File: src/rtl/ptts_pkg.sv
// ptts_pkg: shared types and codes for the periodic task tick scheduler
// request and status codes, field widths and sequencer state type
// no dependencies
package ptts_pkg;

	// field widths
	localparam int unsigned REQ_W    = 3;
	localparam int unsigned IDX_W    = 8;
	localparam int unsigned TIME_W   = 16;
	localparam int unsigned STATUS_W = 2;
	localparam int unsigned MASK_W   = 8;

	// request codes
	typedef enum logic [REQ_W-1:0] {
		REQ_TICK   = 3'd0,
		REQ_CREATE = 3'd1,
		REQ_DELETE = 3'd2,
		REQ_PLAY   = 3'd3,
		REQ_PAUSE  = 3'd4
	} req_t;

	// result status codes
	typedef enum logic [STATUS_W-1:0] {
		ST_OK    = 2'd0,
		ST_RANGE = 2'd1,
		ST_EMPTY = 2'd2,
		ST_USED  = 2'd3
	} status_t;

	// sequencer states
	typedef enum logic [1:0] {
		S_IDLE = 2'd0,
		S_TICK = 2'd1,
		S_DONE = 2'd2
	} state_t;

endpackage

File: src/rtl/ptts_slot_ram.sv
// ptts_slot_ram: per-slot period and countdown table
// one write port, one read port with registered read data; uses ptts_pkg widths
module ptts_slot_ram
	import ptts_pkg::*;
#(
	parameter int unsigned DEPTH = 8,
	parameter int unsigned AW    = 3
) (
	input  logic                  clk,
	input  logic                  wr_en,
	input  logic [AW-1:0]         wr_addr,
	input  logic [2*TIME_W-1:0]   wr_data,
	input  logic                  rd_en,
	input  logic [AW-1:0]         rd_addr,
	output logic [2*TIME_W-1:0]   rd_data
);

	// word: countdown in the upper half, period in the lower half
	logic [2*TIME_W-1:0] mem_q [DEPTH];
	logic [2*TIME_W-1:0] rd_data_q;

	// write port
	always_ff @(posedge clk) begin
		if (wr_en) begin
			mem_q[wr_addr] <= wr_data;
		end
	end

	// registered read port
	always_ff @(posedge clk) begin
		if (rd_en) begin
			rd_data_q <= mem_q[rd_addr];
		end
	end

	assign rd_data = rd_data_q;

endmodule

File: src/rtl/periodic_task_tick_scheduler.sv
// periodic_task_tick_scheduler: top level of the time-triggered task scheduler
// holds slot marks, the request sequencer and the shared countdown decrementer
// depends on ptts_pkg and ptts_slot_ram

// One request is taken at a time and gives exactly one result. Create,
// delete, play, pause and unused codes pass from the input transfer
// through S_DONE to m_axis_tvalid; a tick first passes through S_TICK,
// where it walks the slot table one slot per cycle through the single read
// port of the period/countdown memory and one shared 16-bit decrementer.
// s_axis_tready is high only while no request is in progress, so a new
// request is taken only once the last one has put its result into the
// output register. The result sits in an output register, so the next
// request may be taken while that result still waits; a stalled result
// register holds the following request until it frees up.
// Slots beyond the eighth are scheduled but have no bit in fired_mask.
module periodic_task_tick_scheduler
	import ptts_pkg::*;
#(
	parameter int unsigned SLOTS = 8
) (
	input  logic        clk,
	input  logic        arst_n,
	input  logic        s_axis_tvalid,
	output logic        s_axis_tready,
	// [7:0] slot_index, [23:8] period_value, [39:24] first_delay,
	// [40] start_running, [47:41] zero
	input  logic [47:0] s_axis_tdata,
	// [2:0] req_type
	input  logic [2:0]  s_axis_tuser,
	output logic        m_axis_tvalid,
	input  logic        m_axis_tready,
	// [1:0] status, [9:2] fired_mask, [15:10] zero
	output logic [15:0] m_axis_tdata
);

	localparam int unsigned AW = (SLOTS > 1) ? $clog2(SLOTS) : 1;

	// request fields
	logic [REQ_W-1:0]  req_type;
	logic [IDX_W-1:0]  slot_index;
	logic [TIME_W-1:0] period_value;
	logic [TIME_W-1:0] first_delay;
	logic              start_running;
	logic [AW-1:0]     req_addr;
	logic              in_range;
	logic              accept;

	assign req_type      = s_axis_tuser;
	assign slot_index    = s_axis_tdata[7:0];
	assign period_value  = s_axis_tdata[23:8];
	assign first_delay   = s_axis_tdata[39:24];
	assign start_running = s_axis_tdata[40];
	assign req_addr      = slot_index[AW-1:0];
	assign in_range      = (slot_index < IDX_W'(SLOTS));

	// control state
	state_t             state_q, state_d;
	logic [SLOTS-1:0]   slot_used_q;
	logic [SLOTS-1:0]   slot_running_q;
	logic [AW-1:0]      slot_q;
	logic [MASK_W-1:0]  mask_q;
	status_t            status_q;
	logic               m_valid_q;
	logic [15:0]        m_data_q;
	logic               out_free;
	logic               last_slot;
	status_t            cmd_status;

	// memory port signals
	logic                ram_wr_en;
	logic [AW-1:0]       ram_wr_addr;
	logic [2*TIME_W-1:0] ram_wr_data;
	logic                ram_rd_en;
	logic [AW-1:0]       ram_rd_addr;
	logic [2*TIME_W-1:0] ram_rd_data;

	// shared decrementer
	logic [TIME_W-1:0] cur_period;
	logic [TIME_W-1:0] cur_count;
	logic              count_zero;
	logic [TIME_W-1:0] dec_operand;
	logic [TIME_W-1:0] dec_result;

	assign s_axis_tready = (state_q == S_IDLE);
	assign accept        = s_axis_tvalid && s_axis_tready;
	assign out_free      = !m_valid_q || m_axis_tready;
	assign last_slot     = (slot_q == AW'(SLOTS - 1));

	ptts_slot_ram #(
		.DEPTH (SLOTS),
		.AW    (AW)
	) u_slot_ram (
		.clk     (clk),
		.wr_en   (ram_wr_en),
		.wr_addr (ram_wr_addr),
		.wr_data (ram_wr_data),
		.rd_en   (ram_rd_en),
		.rd_addr (ram_rd_addr),
		.rd_data (ram_rd_data)
	);

	// reload on zero, otherwise count down: one subtractor serves both
	assign cur_period  = ram_rd_data[TIME_W-1:0];
	assign cur_count   = ram_rd_data[2*TIME_W-1:TIME_W];
	assign count_zero  = (cur_count == '0);
	assign dec_operand = count_zero ? cur_period : cur_count;
	assign dec_result  = dec_operand - TIME_W'(1);

	// status of a slot request
	always_comb begin
		cmd_status = ST_OK;
		case (req_type)
			REQ_CREATE: begin
				if (!in_range) cmd_status = ST_RANGE;
				else if (slot_used_q[req_addr]) cmd_status = ST_USED;
			end
			REQ_DELETE, REQ_PLAY, REQ_PAUSE: begin
				if (!in_range) cmd_status = ST_RANGE;
				else if (!slot_used_q[req_addr]) cmd_status = ST_EMPTY;
			end
			default: cmd_status = ST_OK;
		endcase
	end

	// next state
	always_comb begin
		state_d = state_q;
		unique case (state_q)
			S_IDLE: begin
				if (accept) state_d = (req_type == REQ_TICK) ? S_TICK : S_DONE;
			end
			S_TICK: begin
				if (last_slot) state_d = S_DONE;
			end
			S_DONE: begin
				if (out_free) state_d = S_IDLE;
			end
			default: state_d = S_IDLE;
		endcase
	end

	// memory port drive
	always_comb begin
		ram_rd_en   = 1'b0;
		ram_rd_addr = '0;
		ram_wr_en   = 1'b0;
		ram_wr_addr = '0;
		ram_wr_data = '0;
		unique case (state_q)
			S_IDLE: begin
				ram_rd_en   = accept && (req_type == REQ_TICK);
				ram_wr_en   = accept && (req_type == REQ_CREATE) && (cmd_status == ST_OK);
				ram_wr_addr = req_addr;
				ram_wr_data = {first_delay, period_value};
			end
			S_TICK: begin
				ram_rd_en   = !last_slot;
				ram_rd_addr = slot_q + AW'(1);
				ram_wr_en   = slot_used_q[slot_q];
				ram_wr_addr = slot_q;
				ram_wr_data = {dec_result, cur_period};
			end
			default: begin
				ram_rd_en = 1'b0;
			end
		endcase
	end

	// sequencer and slot marks
	always_ff @(posedge clk or negedge arst_n) begin
		if (!arst_n) begin
			state_q        <= S_IDLE;
			slot_used_q    <= '0;
			slot_running_q <= '0;
			slot_q         <= '0;
			mask_q         <= '0;
			status_q       <= ST_OK;
		end else begin
			state_q <= state_d;
			if (accept) begin
				slot_q   <= '0;
				mask_q   <= '0;
				status_q <= cmd_status;
				if (cmd_status == ST_OK && in_range) begin
					case (req_type)
						REQ_CREATE: begin
							slot_used_q[req_addr]    <= 1'b1;
							slot_running_q[req_addr] <= start_running;
						end
						REQ_DELETE: begin
							slot_used_q[req_addr]    <= 1'b0;
							slot_running_q[req_addr] <= 1'b0;
						end
						REQ_PLAY:  slot_running_q[req_addr] <= 1'b1;
						REQ_PAUSE: slot_running_q[req_addr] <= 1'b0;
						default: ;
					endcase
				end
			end else if (state_q == S_TICK) begin
				slot_q <= slot_q + AW'(1);
				if (slot_used_q[slot_q] && count_zero && slot_running_q[slot_q]) begin
					mask_q <= mask_q | (MASK_W'(1) << slot_q);
				end
			end
		end
	end

	// output register valid
	always_ff @(posedge clk or negedge arst_n) begin
		if (!arst_n) begin
			m_valid_q <= 1'b0;
		end else if (state_q == S_DONE && out_free) begin
			m_valid_q <= 1'b1;
		end else if (m_axis_tready) begin
			m_valid_q <= 1'b0;
		end
	end

	// output register payload
	always_ff @(posedge clk) begin
		if (state_q == S_DONE && out_free) begin
			m_data_q <= {6'b0, mask_q, status_q};
		end
	end

	assign m_axis_tvalid = m_valid_q;
	assign m_axis_tdata  = m_data_q;

	// read and write ports never meet on one slot
	a_port_clash: assert property (@(posedge clk) disable iff (!arst_n)
		(ram_wr_en && ram_rd_en) |-> (ram_wr_addr != ram_rd_addr))
		else $error("slot table read and write collide");

	// the tick walk never passes the last slot
	a_walk_range: assert property (@(posedge clk) disable iff (!arst_n)
		(state_q == S_TICK) |-> (slot_q <= AW'(SLOTS - 1)))
		else $error("tick walk out of range");

	// a successful create marks its slot occupied
	a_create_marks: assert property (@(posedge clk) disable iff (!arst_n)
		(ram_wr_en && state_q == S_IDLE) |=> slot_used_q[$past(req_addr)])
		else $error("created slot not marked occupied");

	// a result other than a tick carries no fired slots
	a_mask_tick_only: assert property (@(posedge clk) disable iff (!arst_n)
		(accept && req_type != REQ_TICK) |=> (mask_q == '0))
		else $error("fired mask set outside a tick");

endmodule
File: config.mk
export PLATFORM = sky130hd
export DESIGN_NAME = periodic_task_tick_scheduler
export DESIGN_NICKNAME = d
export VERILOG_FILES = /design/src/rtl/ptts_pkg.sv /design/src/rtl/ptts_slot_ram.sv /design/src/rtl/periodic_task_tick_scheduler.sv
export SDC_FILE = /design/constraint.sdc
export NUM_CORES = 1
export LEC_CHECK = 0
export BUFFER_PORTS_ARGS = -buffer_cell sky130_fd_sc_hd__buf_2
export CAP_MARGIN = 10
export CORE_MARGIN = 3
export CORE_UTILIZATION = 50
export CTS_BUF_LIST = sky130_fd_sc_hd__clkbuf_4
export DETAILED_ROUTE_END_ITERATION = 12
export PLACE_DENSITY = 0.76
export RECOVER_POWER = 25
export SYNTH_ARGS = -nofsm -noshare
export SYNTH_HDL_FRONTEND = slang
export SYNTH_SLANG_ARGS = --single-unit
File: constraint.sdc
create_clock -name clk -period 9.6 [get_ports clk]
set_input_delay 0 -clock clk [delete_from_list [all_inputs] [get_ports clk]]
set_output_delay 0 -clock clk [all_outputs]
set_load 0.01 [all_outputs]
==> flow_metrics.env <==
export IMPL_status="complete, but fails checks"
export IMPL_violations="capacitance limit, slew limit"
export IMPL_synth_area_leaders="edfxtp_1, mux4_2, dfrtp_1"
export IMPL_gr_usage_all_layers=0.214
export IMPL_grt_pass1_vias=8462
export IMPL_path_cells="clkbuf_1 > or3b_1 > nor4b_2 > dlygate4sd3_1 > o211ai_1 > dlygate4sd3_1 > mux2i_1 > dlygate4sd3_1"
export IMPL_clkLatencyLatePin_ns=0.69
export IMPL_p_sw_w=0.000958
export IMPL_die_w_um=173
export IMPL_drc=0
export IMPL_postSynthCellCount=796
export IMPL_drt_iter0_markers=720
export IMPL_drt_wl_total_um=31500
export IMPL_core_area_um2=27200
export IMPL_synth_seq_cells=330
export IMPL_fin_crit_ns=4.78
export IMPL_fmax_mhz=209
export IMPL_vias=8115
export IMPL_drive_gt1_frac=0.299
export IMPL_period_share=0.498
export IMPL_cp_common_cell="dlygate4sd3_1"
export IMPL_dpl_hpwl_um=17100
export IMPL_cp_start_kind="register"
export IMPL_reg2reg_depth=8
export IMPL_setup_viol=0
export IMPL_worst_pin_slew_ns=2.04
export IMPL_antenna_found_initial=1
export IMPL_vias_per_cell=5.78
export IMPL_yosys_top_cells_count="edfxtp_1, mux4_2, nor2_1"
export IMPL_clk_pin_slew_ns=0.07
export IMPL_synth_top_cell_by_area="edfxtp_1"
export IMPL_fp_row_count=60
export IMPL_slew_violations=67
export IMPL_nFillCells=2046
export IMPL_cts_max_level=3
export IMPL_endpoint_kind="register"
export IMPL_syn_area_um2=13900
export IMPL_maxCapViolCount=2
export IMPL_numCtsBuffers=81
export IMPL_gr_total_overflow=0
export IMPL_routedWlPerCell_um=22.4
export IMPL_yosysSeqAreaShare=0.701
export IMPL_crit_path_max_fanout=33
export IMPL_slowest_delay_ns=0.91
export IMPL_syn_to_final_growth_pct=16.9
export IMPL_yosys_warnings=0
export IMPL_combPwrFrac=0.172
export IMPL_ir_drop_mv=0.146
export IMPL_critPathKind="register to register"
export IMPL_final_setup_tns_ns=0
export IMPL_hold_viol_final=0
export IMPL_seq_power_share=0.507
export IMPL_synth_most_common_cell="edfxtp_1"
export IMPL_intPower_w=0.00252
export IMPL_ys_types=64
export IMPL_fin_util=0.598
export IMPL_root_buffer="clkbuf_4"
export IMPL_synth_top_area_frac=0.644
export IMPL_worstPathArrival_ns=5.34
export IMPL_synth_flop_cell="edfxtp_1"
export IMPL_grt_max_degree=43
export IMPL_powerDensity_nw_per_um2=214
export IMPL_drt_pass1_iter_count=5
export IMPL_synth_edf_count=298
export IMPL_io_pin_count=73
export IMPL_clkPwrFrac=0.321
export IMPL_cp_slowest_cell="or3b_1"
export IMPL_start_util=0.512
export IMPL_port_buffers=59
export IMPL_startpoint="state_q[1]$_DFFE_PN0P_"
export IMPL_tritoncts="built"
export IMPL_leakage_nw=5.53
export IMPL_antenna_left=0
export IMPL_grt_first_pass_wirelength_um=48700
export IMPL_globalplace_congestion=0.889
export IMPL_syn_avg_cell_area_um2=17.5
export IMPL_cp_required_ns=10.16
export IMPL_worstHoldPathType="input pin to register"
export IMPL_slew_headroom=-0.359
export IMPL_r2r_setup_slack_ns=4.82
export IMPL_rsz0062_at_grt="no"
export IMPL_die_h_um=173
export IMPL_fin_skew_ns=0.0543
export IMPL_cts_buffer_depth=3
export IMPL_async_flop_share=0.0970
export IMPL_final_nets=1034
export IMPL_cts_sinks=330
export IMPL_swShare=0.275
export IMPL_die_area_um2=29800
export IMPL_r2r_start="state_q[1]$_DFFE_PN0P_"
export IMPL_cts_resized=0
==> power groups by stage <==
stage | clock (W) | combinational [W] | sequential, W
2_1_floorplan | 0 | 0.000411 | 0.00178
5_1_grt | 0.00123 | 0.000655 | 0.00177
3_3_place_gp | 0 | 0.000572 | 0.00179
3_5_place_dp | 0 | 0.000589 | 0.00179
6_report | 0.00112 | 0.000600 | 0.00177
4_1_cts | 0.00114 | 0.000609 | 0.00176
==> sequential cells by signal (all words and copies together) (netlist names), named ones only <==
| register | flops |
|---|---|
| u_slot_ram.mem_q | 256 |
| m_axis_tdata | 10 |
| u_slot_ram.rd_data | 32 |
| slot_q | 3 |
| state_q | 2 |
| status_q | 2 |
| m_axis_tvalid | 1 |
| mask_q | 8 |
==> routing by layer <==
metal	global-route usage	routed length, um	up-vias
met5	0	0	-
li1	-	-	3592
met3	0.0457	2430	56
met1	0.291	12800	4069
met2	0.349	15700	398
met4	0.0726	596	0
==> worst min-delay path by stage <==
stage | startpoint | endpoint | slack [ns] | cells past startpoint
after floorplan | arst_n | async pin | -0.30 | 0
after global placement | arst_n | async pin | 0.09 | 1
after detailed placement | arst_n | async pin | 0.11 | 1
after CTS | s_axis_tdata[6] | register | 0.03 | 6
after global routing | s_axis_tdata[6] | register | 0.1 | 6
final | s_axis_tdata[6] | register | 0.09 | 6
==> worst max-delay path: cells and delay by family (launching register included) <==
kind,cells,cell delay (ns)
compound gates,1,0.10
simple gates,2,1.44
flops,1,0.36
mux,1,0.12
buf+inv,4,2.63
==> logic make-up (layout without fill, tap and decap cells) <==
kind of cell | count (synthesis) | count (layout) | synth area share
AOI/OAI and AO/OA | 88 | 88 | 0.0433
and+or+nand+nor | 164 | 164 | 0.0608
buffers and inverters | 58 | 288 | 0.0176
muxes | 140 | 140 | 0.165
xor gates and xnor gates | 8 | 8 | 0.00504
DFF | 330 | 330 | 0.701
other | 1 | 7 | 0.000270
adders and majority gates | 7 | 7 | 0.00630
==> final cells by class <==
class                      instances  area [um2]  share of cell area
multi-input combinational        413        4020               0.247
inverter                          13        48.8             0.00300
clock inverter                    29         151             0.00931
antenna                            1        2.50            0.000154
clock buffer                     113         848              0.0522
sequential                       330        9750               0.600
timing repair buffer             133         971              0.0597
tap                              372         465              0.0286
==> per-stage QoR <==
step           std cells  setup WS, ns  area [um2]  total power, W  hold WS [ns]
2_1_floorplan        801          5.32       13900         0.00219        -0.296
3_3_place_gp        1203          5.74       14700         0.00236        0.0931
3_5_place_dp        1203          5.67       14700         0.00238         0.105
5_1_grt             1404          4.57       16300         0.00365        0.0950
4_1_cts             1403          5.54       16300         0.00351        0.0315
6_report            1404          4.82       16300         0.00348        0.0932
==> placed cells by master, fill, tap and decap left out, types with 7 or more instances in the layout <==
master / count
buf_4: 15
buf_2: 47
mux2_2: 33
nand2_1: 30
edfxtp_1: 298
inv_1: 13
mux4_2: 68
a21oi_1: 15
dlygate4sd3_1: 57
clkinv_1: 23
o21ai_1: 14
nor3_1: 8
nor4_1: 7
clkbuf_1: 14
clkbuf_4: 113
nand2b_1: 11
dfrtp_1: 30
o211ai_1: 8
mux2i_1: 34
nor2_1: 53
nor2_4: 8
==> timing repair <==
action                     in CTS  in global routing
setup endpoints to repair       0                  0
setup buffers                   0                  0
hold buffers                   58                  0
hold endpoints to repair      315                  0
No activity file was read; power rests on OpenSTA's default activity.
